File: src/rtl/jrpr_sqrt_cell.sv
module jrpr_sqrt_cell #(
    parameter int STEP = 0
) (
    input  logic        aclk,
    input  logic        advance,
    input  logic [24:0] rem_in,
    input  logic [12:0] root_in,
    output logic [24:0] rem_out,
    output logic [12:0] root_out
);

    // Restoring square root: one result bit per cell, msb first
    localparam int Bit = 12 - STEP;

    logic [24:0] rem_reg, rem_next;
    logic [12:0] root_reg, root_next;
    logic [25:0] trial;

    always_comb begin
        trial = ({13'd0, root_in} << (Bit + 1)) + (26'd1 << (2 * Bit));
        rem_next  = rem_in;
        root_next = root_in;
        if ({1'b0, rem_in} >= trial) begin
            rem_next  = rem_in - trial[24:0];
            root_next = root_in | (13'd1 << Bit);
        end
    end

    always_ff @(posedge aclk) begin
        if (advance) begin
            rem_reg  <= rem_next;
            root_reg <= root_next;
        end
    end

    assign rem_out  = rem_reg;
    assign root_out = root_reg;

endmodule

File: config.mk
export PLATFORM = sky130hd
export DESIGN_NAME = jrpr_sqrt_cell
export DESIGN_NICKNAME = d
export VERILOG_FILES = /design/src/rtl/jrpr_sqrt_cell.sv
export SDC_FILE = /design/constraint.sdc
export NUM_CORES = 1
export LEC_CHECK = 0
export BUFFER_PORTS_ARGS = -buffer_cell sky130_fd_sc_hd__buf_2
export CAP_MARGIN = 20
export CELL_PAD_IN_SITES_DETAIL_PLACEMENT = 1
export CELL_PAD_IN_SITES_GLOBAL_PLACEMENT = 1
export CORE_MARGIN = 2
export CORE_UTILIZATION = 40
export CTS_CLUSTER_SIZE = 12
export DETAILED_ROUTE_END_ITERATION = 7
export GPL_ROUTABILITY_DRIVEN = 0
export PLACE_DENSITY = 0.95
export SKIP_LAST_GASP = 1
export SYNTH_ARGS = -nofsm -noshare
export SYNTH_HDL_FRONTEND = slang
export SYNTH_SLANG_ARGS = --single-unit
File: constraint.sdc
create_clock -name aclk -period 6.4 [get_ports aclk]
set_input_delay 0.96 -clock aclk [delete_from_list [all_inputs] [get_ports aclk]]
set_output_delay 0.96 -clock aclk [all_outputs]
set_load 0.02 [all_outputs]
==> impl_metrics.json, run 1 <==
{
  "finalSetupTns_ns": 0,
  "slew_violations": 0,
  "cts_post_setup_buffers_inserted": 0,
  "cap_violations": 0,
  "fin_nets": 279,
  "cts_sinks": 38,
  "first_pass_iters": 4,
  "dieWidth_um": 73.6,
  "tightest_slew_ns": 0.872,
  "drc": 0,
  "numCtsBuffers": 5,
  "syn-instance-count": 143,
  "io_pins": 78,
  "htreeDepth": 2,
  "slowest_stage": "o21ai_4",
  "slew_headroom": 0.418,
  "grt_overflow_total": 0,
  "core_area_mm2": 0.00469,
  "syn-num-nets": 196,
  "cp.required_ns": 6.46,
  "drive_gt1_frac": 0.396,
  "initial_core_util": 0.413,
  "clk_path_buf_depth": 2,
  "grt_antenna_before_repair": 0,
  "worst-endpoint-arrival_ns": 3.35,
  "worst-path-buf-inv": 2,
  "ys_seq_area_frac": 0.589,
  "cts_hold_buf": 0,
  "multi_input_area_um2": 737,
  "hold-path-cell-count": 1,
  "synth_cell_types": 35,
  "via_count": 1484,
  "layout_worst_path_cycle_share": 0.515,
  "peakVddDrop_v": 0.000121,
  "postRouteAntennaNets": 0,
  "synth_top_area_frac": 0.589,
  "die_area_mm2": 0.00542,
  "power_uw": 704,
  "crit_start": "root_in[1]",
  "clk_pin_slew_ns": 0.08,
  "via_per_inst": 5.28,
  "fmax_mhz": 303,
  "drt-initial-drc-count": 34,
  "crit_path_end_kind": "flop",
  "synth-seq-cells": 38,
  "rsz0062_at_grt": "no",
  "cts_root_buffer": "clkbuf_8",
  "critPathTopFamily": "compound AO/OA/AOI/OAI gates",
  "rows": 25,
  "die-height_um": 73.6,
  "crit_cells": 9,
  "grt_start_max_net_pins": 39,
  "cts_resized": 0,
  "period_minus_slack_ns": 3.30,
  "crit_top_cell": "o31a_1",
  "dp_hpwl_um": 3540,
  "portBuffers": 77,
  "synth_area_mm2": 0.00194,
  "grt_pass1_vias": 1592,
  "p_leak_uw": 0.00113,
  "fill_cells": 530,
  "crit_fanout": 13,
  "ys_warn_count": 0,
  "wl_um": 4740,
  "wl_per_cell_um": 16.9,
  "worstSetupStartpointType": "primary input",
  "hold_viol": 0,
  "status": "completed",
  "antenna_cells": 0,
  "crit_path_end": "rem_out[16]",
  "cts_tree": "built",
  "yosys-top-cells-area": "edfxtp_1 59%, ha_1 7.7%, mux2_1 4.1%",
  "cp_cell_sequence": "buf_2, inv_1, ha_1, nor2b_1, o31a_1, o31a_1, o311a_1, o21ai_4, mux2_2",
  "p_per_area_mw_per_mm2": 279,
  "critical_path_class": "in -> reg",
  "ff_latch_area_mm2": 0.00114,
  "syn_area_per_cell_um2": 13.6,
  "synth_top_cell_by_area": "edfxtp_1",
  "setup_viol": 0,
  "area_growth_pct": 29.9,
  "max_stage_delay_ns": 0.45,
  "grt_pass1_wl_um": 7560,
  "hold_class": "in -> reg",
  "grtUsageTotal": 0.187
}
layout by cell type, fill, tap and decap left out, drive strengths merged, types with 2 or more instances in the layout:
| cell type | instances |
|---|---|
| o2111ai | 2 |
| mux2i | 2 |
| bufinv | 2 |
| o21ai | 4 |
| nor2b | 2 |
| mux2 | 10 |
| clkbuf | 5 |
| nand3 | 4 |
| ha | 12 |
| nand2b | 2 |
| nor3 | 4 |
| o21a | 7 |
| nor2 | 8 |
| o31a | 2 |
| edfxtp | 38 |
| nand2 | 4 |
| nor4 | 2 |
| a21oi | 4 |
| xnor2 | 8 |
| buf | 77 |
| inv | 13 |
stage by stage:
step	hold slack (ns)	cells	instance area (um2)	utilization	setup WS [ns]
finish	0.843	281	2520	0.537	3.10
global route	0.835	281	2520	0.537	3.03
CTS	0.837	281	2520	0.537	3.12
detailed placement	1.16	273	2380	0.507	2.78
global placement	1.15	273	2380	0.507	2.88
floorplan	1.06	143	1940	-	3.22
cell families (layout without fill, tap and decap cells):
| family | Yosys count | count (layout) | share of synthesized area |
|---|---|---|---|
| xor gates and xnor gates | 9 | 9 | 0.0407 |
| DFF | 38 | 38 | 0.589 |
| buffers and inverters | 14 | 98 | 0.0310 |
| and+or+nand+nor | 33 | 33 | 0.0904 |
| AOI/OAI and AO/OA | 24 | 24 | 0.0930 |
| muxes | 12 | 12 | 0.0684 |
| adders and majority gates | 13 | 13 | 0.0878 |
per-layer routing:
layer,vias up,track usage,share of wire
met5,-,0,0
met4,0,0.0646,0.016
met3,6,0.0453,0.060
met2,55,0.344,0.54
met1,720,0.208,0.39
li1,703,-,-
state kept, by name, indices dropped and copies added, names as in the netlist:
name / count
root_out: 13
rem_out: 25
synth_stat cells:
cell type / instances
a21o_1: 1
a21oi_1: 4
a22oi_1: 1
and3_1: 1
and4_1: 1
buf_6: 1
edfxtp_1: 38
fa_1: 1
ha_1: 12
inv_1: 13
mux2_1: 7
mux2_2: 3
mux2i_1: 2
nand2_1: 4
nand2b_1: 2
nand3_1: 4
nand4_1: 1
nor2_1: 8
nor2b_1: 2
nor3_1: 4
nor4_1: 2
nor4b_1: 1
nor4bb_1: 1
o2111ai_1: 2
o211a_1: 1
o21a_1: 7
o21ai_0: 3
o21ai_4: 1
o22ai_1: 1
o311a_1: 1
o31a_1: 2
or2_2: 1
or3_1: 1
xnor2_1: 8
xor2_1: 1
worst min-delay path by stage:
stage	start	end
6_report	rem_in[9]	rem_out[9]
5_1_grt	root_in[4]	root_out[4]
4_1_cts	root_in[9]	root_out[9]
3_5_place_dp	root_in[9]	root_out[9]
3_3_place_gp	root_in[10]	root_out[10]
2_1_floorplan	rem_in[0]	rem_out[0]
where the power goes:
part	switching, uW	internal, uW
clock	93.6	156
combinational	89.2	59.0
sequential	5.34	300
total	188	515
final cells by class:
cell class,count,share of cell area
Sequential cell,38,0.453
Multi-Input combinational cell,91,0.293
Timing Repair Buffer,77,0.153
Clock buffer,5,0.0273
Clock inverter,3,0.0273
Tap cell,54,0.0268
Inverter,13,0.0194
No activity file was read; power rests on OpenSTA's default activity.
==> inputs of run 2 (changes only) <==
--- a/config.mk
+++ b/config.mk
@@ -10,11 +10,11 @@
 export CELL_PAD_IN_SITES_DETAIL_PLACEMENT = 1
 export CELL_PAD_IN_SITES_GLOBAL_PLACEMENT = 1
 export CORE_MARGIN = 2
-export CORE_UTILIZATION = 40
+export CORE_UTILIZATION = 37
 export CTS_CLUSTER_SIZE = 12
 export DETAILED_ROUTE_END_ITERATION = 7
 export GPL_ROUTABILITY_DRIVEN = 0
-export PLACE_DENSITY = 0.95
+export PLACE_DENSITY = 0.9
 export SKIP_LAST_GASP = 1
 export SYNTH_ARGS = -nofsm -noshare
 export SYNTH_HDL_FRONTEND = slang
==> constraint.sdc (replaced) <==
create_clock -name aclk -period 3.42 [get_ports aclk]
set_input_delay 0.513 -clock aclk [delete_from_list [all_inputs] [get_ports aclk]]
set_output_delay 0.513 -clock aclk [all_outputs]
set_load 0.02 [all_outputs]
==> impl_metrics.json, run 2 (synthesis gave the netlist of run 1 again) <==
{
  "worstSetupStartpointType": "primary input",
  "layout_worst_path_cycle_share": 0.826,
  "postRouteAntennaNets": 0,
  "numCtsBuffers": 5,
  "wl_per_cell_um": 15.2,
  "rows": 26,
  "io_pins": 78,
  "antenna_cells": 0,
  "hold_class": "in -> reg",
  "critPathTopFamily": "compound AO/OA/AOI/OAI gates",
  "dp_hpwl_um": 3470,
  "first_pass_iters": 4,
  "fmax_mhz": 354,
  "drc": 0,
  "final_util": 0.499,
  "clk_pin_slew_ns": 0.07,
  "slowest_stage": "o21ai_4",
  "p_leak_uw": 0.00113,
  "status": "completed",
  "clk_path_buf_depth": 2,
  "layoutNonFillerInstCount": 297,
  "tightest_slew_ns": 0.848,
  "die-height_um": 76.4,
  "largest_reg_flops": 25,
  "cap_violations": 0,
  "via_per_inst": 4.86,
  "cts_post_setup_buffers_inserted": 0,
  "grtUsageTotal": 0.164,
  "initial_core_util": 0.382,
  "period_minus_slack_ns": 2.82,
  "cts_resized": 0,
  "setup_viol": 0,
  "cp.required_ns": 3.46,
  "cts_tree": "built",
  "cts_root_buffer": "clkbuf_8",
  "cts_sinks": 38,
  "rsz0062_at_grt": "no",
  "worst-endpoint-arrival_ns": 2.86,
  "hold_ws_ns": 0.408,
  "worst-path-buf-inv": 2,
  "crit_path_end_kind": "flop",
  "htreeDepth": 2,
  "grt_pass1_vias": 1622,
  "finalSetupTns_ns": 0,
  "hold_viol": 0,
  "area_growth_pct": 30.7,
  "peakVddDrop_v": 0.000237,
  "dieWidth_um": 76.4,
  "grt_antenna_before_repair": 0,
  "grt_overflow_total": 0,
  "dp_cells": 289,
  "max_stage_delay_ns": 0.43,
  "cts_hold_buf": 0,
  "crit_fanout": 13,
  "fin_nets": 279,
  "via_count": 1444,
  "critical_path_class": "in -> reg",
  "drt-initial-drc-count": 60,
  "cp_cell_sequence": "buf_2, inv_1, ha_1, nor2b_1, o31a_1, o31a_1, o311a_1, o21ai_4, mux2_1",
  "drive_gt1_frac": 0.392,
  "wl_um": 4500,
  "crit_top_cell": "o31a_1",
  "grt_start_max_net_pins": 39,
  "portBuffers": 77,
  "core_area_mm2": 0.00507,
  "die_area_mm2": 0.00583,
  "slew_violations": 0,
  "layout_commonest_cell": "buf_2",
  "grt_pass1_wl_um": 7500,
  "p_per_area_mw_per_mm2": 510,
  "mostFrequentLayoutCells": "77 x buf_2, 38 x edfxtp_1, 13 x inv_1",
  "slew_headroom": 0.435
}
[run 2: cell counts in the layout (fill, tap and decap cells not counted)]
Identical to the previous run, type by type.
[run 2: cell type report]
cell class	instances	area, um2
Inverter	13	48.8
Multi-Input combinational cell	91	737
Fill cell	592	2540
Clock buffer	5	68.8
Clock inverter	3	63.8
Timing Repair Buffer	77	385
Sequential cell	38	1140
Tap cell	70	87.6
[run 2: path summary, 6_finish.rpt]
kind	cells past startpoint	slack [ns]	start	end
setup / recovery	9	0.60	root_in[1]	rem_out[20]
hold / removal	1	0.41	root_in[7]	root_out[7]
[run 2: report_power, final]
part	leakage, uW	switching [uW]	internal [uW]
clock network	0.0000658	158	289
registers	0.000372	10.6	562
logic	0.000689	162	110
[run 2: layer usage]
metal / vias up / global-route usage / share of wire
met1: 671 / 0.186 / 0.41
met2: 54 / 0.287 / 0.50
li1: 709 / - / -
met5: - / 0 / 0
met3: 10 / 0.0521 / 0.067
met4: 0 / 0.0655 / 0.021
[run 2: through the flow]
stage,worst slack (ns),power (uW),area (um2)
global placement,0.346,846,2400
floorplan,0.688,757,1940
detailed placement,0.236,857,2400
CTS,0.559,1310,2530
global route,0.477,1350,2530
finish,0.596,1290,2530
