[src/rtl/jrpr_pkg.sv]
package jrpr_pkg;

    localparam int LedCountDefault = 32;
    localparam int AdcMaxDefault   = 4095;

    localparam int CordicSteps = 16;

    typedef enum logic [2:0] {
        REG_STICK_CENTER   = 3'd0,
        REG_DEAD_ZONE      = 3'd1,
        REG_WIDTH_LEAST    = 3'd2,
        REG_WIDTH_MOST     = 3'd3,
        REG_POINTER_RGB    = 3'd4,
        REG_BACKDROP_RGB   = 3'd5,
        REG_POINTER_LEVEL  = 3'd6,
        REG_BACKDROP_LEVEL = 3'd7
    } reg_index_t;

    localparam int CfgIndexWidth = 4;
    localparam int CfgDataWidth  = 24;

    typedef struct packed {
        logic [11:0] raw_x;
        logic [11:0] raw_y;
    } sample_t;

    typedef struct packed {
        logic [5:0] led_index;
        logic [7:0] red;
        logic [7:0] green;
        logic [7:0] blue;
        logic       last_led;
    } led_t;

    // One CORDIC cell's working set
    typedef struct packed {
        logic        valid;
        logic signed [22:0] x;
        logic signed [22:0] y;
        logic [15:0] z;
        logic        show;
    } cordic_word_t;

    function automatic logic [15:0] turn_atan(input logic [3:0] i);
        logic [15:0] v;
        begin
            case (i)
                4'd0:  v = 16'd8192;
                4'd1:  v = 16'd4836;
                4'd2:  v = 16'd2555;
                4'd3:  v = 16'd1297;
                4'd4:  v = 16'd651;
                4'd5:  v = 16'd326;
                4'd6:  v = 16'd163;
                4'd7:  v = 16'd81;
                4'd8:  v = 16'd41;
                4'd9:  v = 16'd20;
                4'd10: v = 16'd10;
                4'd11: v = 16'd5;
                4'd12: v = 16'd3;
                4'd13: v = 16'd1;
                4'd14: v = 16'd1;
                default: v = 16'd0;
            endcase
            return v;
        end
    endfunction

    // comp * level / 255, floored
    function automatic logic [7:0] scale8(input logic [7:0] comp, input logic [7:0] lvl);
        logic [15:0] p;
        logic [16:0] q;
        begin
            p = comp * lvl;
            q = ({1'b0, p} + 17'd1 + {9'd0, p[15:8]}) >> 8;
            return q[7:0];
        end
    endfunction

endpackage

[src/rtl/jrpr_cordic_cell.sv]
module jrpr_cordic_cell import jrpr_pkg::*; #(
    parameter logic [3:0] STEP = 4'd0
) (
    input  logic         aclk,
    input  logic         aresetn,
    input  logic         advance,
    input  cordic_word_t in_word,
    output cordic_word_t out_word
);

    cordic_word_t word_reg, word_next;
    logic signed [22:0] xs, ys;

    // One vectoring rotation with floor shifts
    always_comb begin
        xs = in_word.x >>> STEP;
        ys = in_word.y >>> STEP;
        word_next = in_word;
        if (in_word.y < 0) begin
            word_next.x = in_word.x - ys;
            word_next.y = in_word.y + xs;
            word_next.z = in_word.z - turn_atan(STEP);
        end else begin
            word_next.x = in_word.x + ys;
            word_next.y = in_word.y - xs;
            word_next.z = in_word.z + turn_atan(STEP);
        end
    end

    always_ff @(posedge aclk) begin
        if (!aresetn) begin
            word_reg.valid <= 1'b0;
        end else if (advance) begin
            word_reg <= word_next;
        end
    end

    assign out_word = word_reg;

endmodule

[config.mk]
export PLATFORM = sky130hd
export DESIGN_NAME = jrpr_cordic_cell
export DESIGN_NICKNAME = d
export VERILOG_FILES = /design/src/rtl/jrpr_pkg.sv /design/src/rtl/jrpr_cordic_cell.sv
export SDC_FILE = /design/constraint.sdc
export NUM_CORES = 1
export LEC_CHECK = 0
export ABC_AREA = 1
export BUFFER_PORTS_ARGS = -buffer_cell sky130_fd_sc_hd__buf_2
export CAP_MARGIN = 20
export CORE_UTILIZATION = 25
export DETAILED_ROUTE_END_ITERATION = 10
export SYNTH_ARGS = -nofsm -noshare
export SYNTH_HDL_FRONTEND = slang
export SYNTH_SLANG_ARGS = --single-unit
export TNS_END_PERCENT = 5
[constraint.sdc]
create_clock -name aclk -period 3.75 [get_ports aclk]
set_clock_uncertainty 0.2 [all_clocks]
set_input_delay 0.5625 -clock aclk [delete_from_list [all_inputs] [get_ports aclk]]
set_output_delay 0.5625 -clock aclk [all_outputs]
set_load 0.01 [all_outputs]
==> impl_metrics.py, run 1 <==
metrics = {
    "placed_design": {
        "port_buffers": 130,
        "place_congestion": 0.965,
        "dp_hpwl_um": 20900,
    },
    "power": {
        "peakVddDrop_mv": 0.174,
        "p_leak_uw": 0.00455,
        "powerDensity_nw_per_um2": 327,
    },
    "floorplan": {
        "die_area_um2": 29300,
        "die_w_um": 171,
        "die_h_um": 171,
        "start_util_pct": 25.6,
        "ios": 131,
        "core-area_um2": 28000,
        "rows": 61,
    },
    "clock_tree": {
        "cts-buffers-inserted": 9,
        "cts_tree": "built",
        "cts.sinks": 63,
        "hold_buffers": 0,
        "path_clk_slew_ps": 60,
        "htree_levels": 3,
        "cts_root_buf": "clkbuf_16",
        "post_cts_buffers": 0,
        "cts_resized": 0,
        "cts_buffer_depth": 2,
        "clock_latency_ps": 340,
    },
    "layout": {
        "largest_reg_flops": 63,
        "drive_gt1_share_pct": 14.7,
        "fill_cells": 3161,
        "final_cell_mix": "nand2_1 (385), inv_1 (218), buf_2 (130)",
        "area_growth_syn_to_layout_pct": 17.4,
        "final_core_util_pct": 30.0,
        "antenna_cells": 0,
        "final_common_cell": "nand2_1",
        "nNetsFinal": 1373,
    },
    "sta": {
        "hold_violations": 0,
        "finalSetupViolCount": 0,
        "fin_crit_sh_pct": 76.1,
        "worst_pin_slew_ps": 620,
        "relSlewSlack_pct": 58.6,
        "tns_ps": 0,
        "drv_slew": 0,
        "rsz0062_at_grt": "false",
        "finalCriticalPeriod_ps": 2850,
        "fmax_mhz": 350,
    },
    "worst_setup_path": {
        "cp_data_arrival_time_ps": 2740,
        "start_kind": "primary input",
        "critPathKind": "in -> reg",
        "cp-end-kind": "flop",
        "worstPathRequired_ps": 3640,
        "cp_max_fo": 11,
    },
    "synthesis": {
        "synth_cell_type_count": 36,
        "ys_warn_count": 0,
        "synth_top_cell_area_share_pct": 26.0,
        "syn_nets": 1259,
        "yosysSeqAreaShare_pct": 26.3,
        "synthTopCellsByArea": "edfxtp_1 (26%), nand2_1 (20%), ha_1 (13%)",
        "syn_area_um2": 7160,
        "synthCells": 1113,
        "synth.largest_area_cell": "edfxtp_1",
        "ys_ff_latch": 63,
        "syn_area_per_cell_um2": 6.44,
    },
    "routing": {
        "vias_per_cell": 4.52,
        "firstDrtPassIters": 5,
        "drt_wl_total_um": 24800,
        "drc": 0,
        "drtIter0Drc": 400,
        "via_count": 7285,
        "wl_per_cell_um": 15.4,
        "ant_nets": 0,
    },
    "grt": {
        "first_global_vias": 7212,
        "grt-ovfl-total": 0,
        "grt_pass1_wl_um": 38200,
        "gr-usage-all-layers_pct": 17.2,
        "antenna_found_initial": 0,
        "grt_max_degree": 44,
    },
    "hold_path": {
        "worstHoldPathType": "in -> reg",
    },
    "status": {
        "status": "completed",
    },
    "run": {
        "maxCapViolCount": 0,
    },
}
## kinds of logic (layout without fill, tap and decap cells)
group	after synthesis	count (layout)	share of synthesized area [%]
fa+ha+maj	79	79	14.2
flops	63	63	26.3
compound gates	98	98	7.39
simple gates	607	607	35.9
xor+xnor	13	13	1.59
buf+inv	253	372	14.7
## routing by layer
metal / part of all wire, % / global-route usage [%] / vias up
met3: 5.4 / 2.00 / 37
met4: 2.6 / 5.86 / 0
met2: 46 / 28.9 / 236
met1: 46 / 22.8 / 3331
met5: 0 / 0 / -
li1: - / - / 3681
## Yosys cell counts, drive strengths merged
cell type and number:
a21oi 50, a31oi 2, and2 1, buf 26
clkbuf 4, clkinv 1, dfxtp 1, edfxtp 62
fa 4, ha 75, inv 222, nand2 395
nand3 108, nand3b 4, nand4 14, nor2 77
nor3 4, nor4 2, o21ai 33, o21bai 7
o22ai 6, or2 2, xnor2 2, xor2 11
## cell type report
class                   count  area (µm²)  share of cell area, %
clock inverters             7        80.1                  0.952
multi-input cells         797        4230                   50.3
well taps                 378         473                   5.62
inverters                 223         837                   9.95
clock buffers               9         225                   2.68
flip-flops and latches     63        1880                   22.4
repair buffers            133         686                   8.15
## critical path, stage by stage
cell	delay, ps
buf_2	100
inv_1	40
ha_1	570
nand2_1	280
nor2_2	290
nand2_1	150
nor2_1	240
nand2_1	180
nand3_1	120
nand2_1	50
nand3_1	70
nand2_1	70
## power breakdown
| group | total [µW] | internal (µW) | switching, µW | leakage [µW] |
|---|---|---|---|---|
| sequential | 886 | 863 | 22.8 | 0.000586 |
| combinational | 984 | 314 | 670 | 0.00382 |
| clock | 877 | 522 | 356 | 0.000143 |
| total | 2750 | 1700 | 1050 | 0.00455 |
## path summary, 6_finish.rpt
check | start | to | slack (ps) | cells after the start
min | in_word[10] | out_word[10] | 200 | 1
min reg2reg | out_word[63] | out_word[63] | 380 | 2
max | in_word[24] | out_word[38] | 900 | 12
max reg2reg | out_word[63] | out_word[63] | 2890 | 2
## through the flow
stage	std cells	power (µW)	instance area, µm²	setup WS (ps)	hold WS (ps)
final	1610	2750	8410	897	198
after global routing	1610	2930	8410	746	186
after CTS	1610	2770	8410	961	189
after detailed placement	1594	1880	8110	618	368
after global placement	1594	1870	8110	593	317
after floorplan	1113	1560	7160	1330	355
(Power assumes the default switching activity.)
==> run 2: changes to the inputs <==
--- a/config.mk
+++ b/config.mk
@@ -5,7 +5,7 @@
 export SDC_FILE = /design/constraint.sdc
 export NUM_CORES = 1
 export LEC_CHECK = 0
-export ABC_AREA = 1
+export ABC_AREA = 0
 export BUFFER_PORTS_ARGS = -buffer_cell sky130_fd_sc_hd__buf_2
 export CAP_MARGIN = 20
 export CORE_UTILIZATION = 25
==> constraint.sdc (replaced) <==
create_clock -name aclk -period 2.5 [get_ports aclk]
set_clock_uncertainty 0.2 [all_clocks]
set_input_delay 0.375 -clock aclk [delete_from_list [all_inputs] [get_ports aclk]]
set_output_delay 0.375 -clock aclk [all_outputs]
set_load 0.01 [all_outputs]
==> run 2 against run 1 <==
  * The flow now finishes with violations (negative setup slack)
  * Critical endpoint unchanged
  * Via count shrank 26%
  * Wire length shrank 27%
  * Power rose by 58%
  * Area after synthesis down 19%
  * Non-clock buffer count rose by 177
  * Largest cell class unchanged
  * Utilization grew 9.1 points
  * Critical path depth is 1 higher
==> impl_metrics.py, run 2 <==
metrics = {
    "worst_setup_path": {
        "critPathKind": "in -> reg",
        "path_buf_inv": 4,
        "reg2regPathDepth": 2,
        "rrSetupSlack_ps": 1690,
        "startpoint": "in_word[25]",
        "cp_common_cell": "buf_4",
        "worstPathRequired_ps": 2380,
        "critPathSlowestCell": "or4b_4",
        "cp_data_arrival_time_ps": 2470,
        "critPathTopFamily": "simple AND/OR/NAND/NOR gates",
        "start_kind": "primary input",
        "worstSetupEndpoint": "out_word[38]",
        "max_stage_delay_ps": 550,
        "r2r_start": "out_word[63]",
        "cp_max_fo": 3,
        "cp.depth": 13,
        "r2r-end": "out_word[63]",
        "path_cells": "buf_2 > inv_2 > ha_4 > buf_4 > nor2b_1 > o211ai_1 > o31ai_2 > buf_4 > nand2b_4 > or4b_4 > a31oi_4 > mux2_4 > xor2_2",
        "cp-end-kind": "flop",
    },
    "grt": {
        "grt_pass1_wl_um": 28500,
        "grt-ovfl-total": 0,
        "first_global_vias": 5321,
        "grt_max_degree": 63,
        "antenna_found_initial": 0,
        "gr-usage-all-layers_pct": 15.1,
    },
    "hold_path": {
        "worstHoldPathType": "in -> reg",
    },
    "clock_tree": {
        "cts_root_buf": "clkbuf_16",
        "hold_buffers": 0,
        "cts_tree": "built",
        "htree_levels": 3,
        "cts-buffers-inserted": 9,
        "cts.sinks": 63,
        "clock_latency_ps": 320,
        "path_clk_slew_ps": 60,
        "cts_buffer_depth": 2,
    },
    "layout": {
        "largest_reg_flops": 63,
        "nNetsFinal": 1055,
        "antenna_cells": 0,
        "area_growth_syn_to_layout_pct": 53.3,
        "drive_gt1_share_pct": 46.8,
        "multi_input_area_um2": 4000,
        "fill_cells": 2279,
        "stdcell_area_um2": 8860,
        "final_common_cell": "buf_4",
        "final_cell_mix": "buf_4 (174), buf_2 (128), ha_1 (63)",
        "regArea_um2": 1880,
    },
    "routing": {
        "drt_wl_total_um": 18100,
        "highest_layer": "met4",
        "wl_met3_um": 868,
        "drc": 0,
        "met1_length_um": 9020,
        "firstDrtPassIters": 4,
        "wl_per_cell_um": 15.1,
        "wl_met2_um": 7950,
        "vias_per_cell": 4.52,
        "ant_nets": 0,
        "drtIter0Drc": 315,
        "via_count": 5421,
    },
    "synthesis": {
        "syn_nets": 762,
        "synthTopCellsByArea": "edfxtp_1 (32%), ha_1 (16%), xnor2_1 (5.9%)",
        "synth_cell_type_count": 70,
        "synth-async-reset-ratio_pct": 0,
        "synth_edf_count": 62,
        "synthMostInstantiatedCell": "ha_1",
        "synthCells": 616,
        "syn_area_um2": 5780,
        "ys_warn_count": 0,
        "synth.largest_area_cell": "edfxtp_1",
        "syn_area_per_cell_um2": 9.38,
        "ys_ff_latch": 63,
        "synthTopCellsByCount": "ha_1 (75), a21oi_1 (66), edfxtp_1 (62), inv_1 (62), nor2_1 (41)",
        "yosysSeqAreaShare_pct": 32.6,
        "synthFlopType": "edfxtp_1",
        "synth_top_cell_area_share_pct": 32.2,
    },
    "sta": {
        "worst_pin_slew_ps": 505,
        "rsz0062_at_grt": "true",
        "finalWorstSetupSlack_ps": -94.6,
        "drv_slew": 0,
        "finalSetupViolCount": 15,
        "finalCriticalPeriod_ps": 2590,
        "hold_violations": 0,
        "fmax_mhz": 385,
        "tns_ps": -854,
        "fin_crit_sh_pct": 104,
        "relSlewSlack_pct": 66.3,
    },
    "placed_design": {
        "dp_hpwl_um": 14900,
        "place_ws_ps": -622,
        "port_buffers": 130,
        "placed_area_um2": 8030,
        "place_congestion": 0.911,
    },
    "power": {
        "powerDensity_nw_per_um2": 491,
        "p_leak_uw": 0.00402,
        "total_power_uw": 4350,
        "peakVddDrop_mv": 0.257,
    },
    "status": {
        "status": "finished with violations",
        "violations": "negative setup slack",
    },
    "run": {
        "maxCapViolCount": 0,
    },
    "floorplan": {
        "ios": 131,
        "die_h_um": 154,
        "die_area_um2": 23700,
        "core-area_um2": 22600,
        "die_w_um": 154,
        "start_util_pct": 25.5,
        "rows": 55,
    },
}
## run 2: cell count changes in the layout (fill, tap and decap cells not counted), moves of 15 or more
cell     delta
nand2_1   -358
mux2i_1    +15
nand3_1   -105
inv_1     -163
a21o_1     +16
buf_4     +172
nor3_1     +15
xnor2_1    +37
nor2_1     -29
## run 2: worst register-to-register path: cells and delay by family (launching register included)
family,cells,cell delay (ps)
DFF,1,310
and+or+nand+nor,1,60
muxes,1,130
## run 2: cell families after synthesis
logic type	Yosys count	synth area share, %
simple gates	122	9.91
xor+xnor	44	6.80
buf+inv	99	7.06
mux	16	2.86
fa+ha+maj	79	17.6
compound gates	193	23.2
flops	63	32.6
## run 2: metrics by stage
stage | hold slack, ps | cells | utilization (%)
4_1_cts | 7.06 | 1192 | 37.7
5_1_grt | 2.06 | 1199 | 39.1
3_5_place_dp | 322 | 1175 | 35.5
6_report | 25.6 | 1199 | 39.1
2_1_floorplan | 274 | 616 | -
3_3_place_gp | 305 | 1175 | 35.5
## run 2: how the worst min path moves through the flow
stage / depth (start not counted) / startpoint / endpoint / slack (ps)
global route: 1 / in_word[7] / out_word[7] / 2
CTS: 1 / in_word[7] / out_word[7] / 7
global placement: 2 / out_word[63] / out_word[63] / 300
finish: 1 / in_word[12] / out_word[12] / 30
floorplan: 0 / in_word[0] / out_word[0] / 270
detailed placement: 2 / out_word[63] / out_word[63] / 320
## run 2: timing repair
item,4_1_cts,5_1_grt
resized for setup,41,54
setup endpoints to repair,23,25
pin swaps,14,31
buffers inserted,1,7
## run 2: final cells by class
cell class / count / share of cell area [%]
clock buffers: 10 / 2.58
inverters: 71 / 3.04
repair buffers: 310 / 23.2
multi-input cells: 454 / 45.1
flip-flops and latches: 63 / 21.2
well taps: 285 / 4.02
clock inverters: 6 / 0.805
## run 2: power by group
group	internal [µW]	switching, µW	total [µW]
clock network	776	449	1220
logic	847	933	1780
registers	1320	26.0	1350
## run 2: routing by layer
metal,global-route usage (%),vias up
li1,-,2772
met1,21.9,2504
met3,2.54,15
met2,23.1,130
met5,0,-
met4,3.62,0
==> run 3: changes to the inputs <==
--- a/config.mk
+++ b/config.mk
@@ -8,7 +8,8 @@
 export ABC_AREA = 0
 export BUFFER_PORTS_ARGS = -buffer_cell sky130_fd_sc_hd__buf_2
 export CAP_MARGIN = 20
-export CORE_UTILIZATION = 25
+export CORE_MARGIN = 1.5
+export CORE_UTILIZATION = 35
 export DETAILED_ROUTE_END_ITERATION = 10
 export SYNTH_ARGS = -nofsm -noshare
 export SYNTH_HDL_FRONTEND = slang
==> run 3 against run 2 <==
  * The flow still finishes with violations (negative setup slack)
  * Non-clock buffer count rose by 11
  * Utilization rose by 15 points
  * Setup slack lost 77 ps
  * Sequential power hardly changed
  * Largest power group unchanged
==> impl_metrics.py, run 3 (synthesis results as in run 2) <==
metrics = {
    "layout": {
        "largest_reg_flops": 63,
        "layout.cells.non_filler": 1140,
        "nNetsFinal": 1066,
        "drive_gt1_share_pct": 44.5,
        "final_core_util_pct": 54.4,
        "area_growth_syn_to_layout_pct": 50.6,
        "final_cell_mix": "buf_4 (189), buf_2 (129), ha_1 (65)",
        "final_common_cell": "buf_4",
        "antenna_cells": 0,
    },
    "floorplan": {
        "start_util_pct": 36.1,
        "ios": 131,
        "rows": 46,
        "die_w_um": 132,
        "die_h_um": 132,
        "core-area_um2": 16000,
        "die_area_um2": 17300,
    },
    "worst_setup_path": {
        "r2r_start": "out_word[63]",
        "rrSetupSlack_ps": 1720,
        "start_kind": "primary input",
        "startpoint": "in_word[18]",
        "worstPathRequired_ps": 2380,
        "cp_data_arrival_time_ps": 2550,
        "cp_max_fo": 3,
        "cp-end-kind": "flop",
        "critPathKind": "in -> reg",
    },
    "hold_path": {
        "hp-start": "in_word[3]",
        "worstHoldPathType": "in -> reg",
    },
    "grt": {
        "grt_pass1_wl_um": 29500,
        "first_global_vias": 5684,
        "grt_max_degree": 63,
        "antenna_found_initial": 0,
        "gr-usage-all-layers_pct": 21.3,
        "grt-ovfl-total": 0,
    },
    "sta": {
        "rsz0062_at_grt": "true",
        "finalCriticalPeriod_ps": 2670,
        "drv_slew": 0,
        "worst_pin_slew_ps": 542,
        "relSlewSlack_pct": 63.3,
        "fmax_mhz": 374,
        "finalSetupViolCount": 19,
        "fin_crit_sh_pct": 107,
        "finalWorstSetupSlack_ps": -171,
        "hold_violations": 0,
        "tns_ps": -1910,
    },
    "placed_design": {
        "place_congestion": 0.872,
        "dp_hpwl_um": 15200,
        "port_buffers": 130,
        "place_ws_ps": -729,
        "dp_cells": 1121,
    },
    "clock_tree": {
        "path_clk_slew_ps": 50,
        "htree_levels": 3,
        "cts-buffers-inserted": 9,
        "hold_buffers": 0,
        "cts.sinks": 63,
        "cts_buffer_depth": 2,
        "cts_tree": "built",
        "clock_latency_ps": 320,
        "cts_root_buf": "clkbuf_16",
    },
    "power": {
        "p_leak_uw": 0.00408,
        "peakVddDrop_mv": 0.386,
        "total_power_uw": 4480,
        "powerDensity_nw_per_um2": 514,
    },
    "routing": {
        "vias_per_cell": 4.86,
        "drt_wl_total_um": 18200,
        "drtIter0Drc": 298,
        "wl_per_cell_um": 16.0,
        "ant_nets": 0,
        "firstDrtPassIters": 5,
        "via_count": 5546,
        "drc": 0,
    },
    "run": {
        "maxCapViolCount": 0,
    },
    "status": {
        "status": "finished with violations",
        "violations": "negative setup slack",
    },
}
## run 3: worst paths after layout
path / endpoint / cells after the start
hold reg to reg: out_word[63] / 2
setup / recovery: out_word[61] / 11
setup reg to reg: out_word[63] / 2
hold / removal: out_word[3] / 1
## run 3: area by class of cell
class                      instances  area (µm²)
clock inverter                     5        97.6
inverter                          71         269
clock buffer                      10         229
fill                            1491        7300
multi-input combinational        454        3850
timing repair buffer             321        2110
sequential                        63        1880
tap                              216         270
## run 3: where the power goes
part	switching [µW]	internal (µW)
sequential	26.1	1320
clock	417	960
combinational	921	833
## run 3: worst max-delay path: stages
cell and delay [ps]:
buf_2 90, inv_1 70, ha_1 300, nand2b_1 170, a2111oi_4 100, o31ai_1 320, nand2b_1 150, or4b_4 540
a31oi_2 170, o22ai_1 120, xnor2_1 150
## run 3: through the flow
step	instance area, µm²	hold WS (ps)
6_report	8700	25.0
3_5_place_dp	8050	312
3_3_place_gp	8050	293
4_1_cts	8630	8.06
5_1_grt	8700	12.6
2_1_floorplan	5850	274
## run 3: metal layers
metal,part of all wire (%),track usage [%]
met1,48,30.1
met2,45,34.1
met3,6.5,3.94
met4,0.72,4.26
met5,0,0
## run 3: what timing repair did
item | 4_1_cts | 5_1_grt
buffers inserted | 4 | 0
hold endpoints to repair | 0 | 0
setup endpoints to repair | 25 | 28
gates resized for setup | 37 | 18
pin swaps | 20 | 7
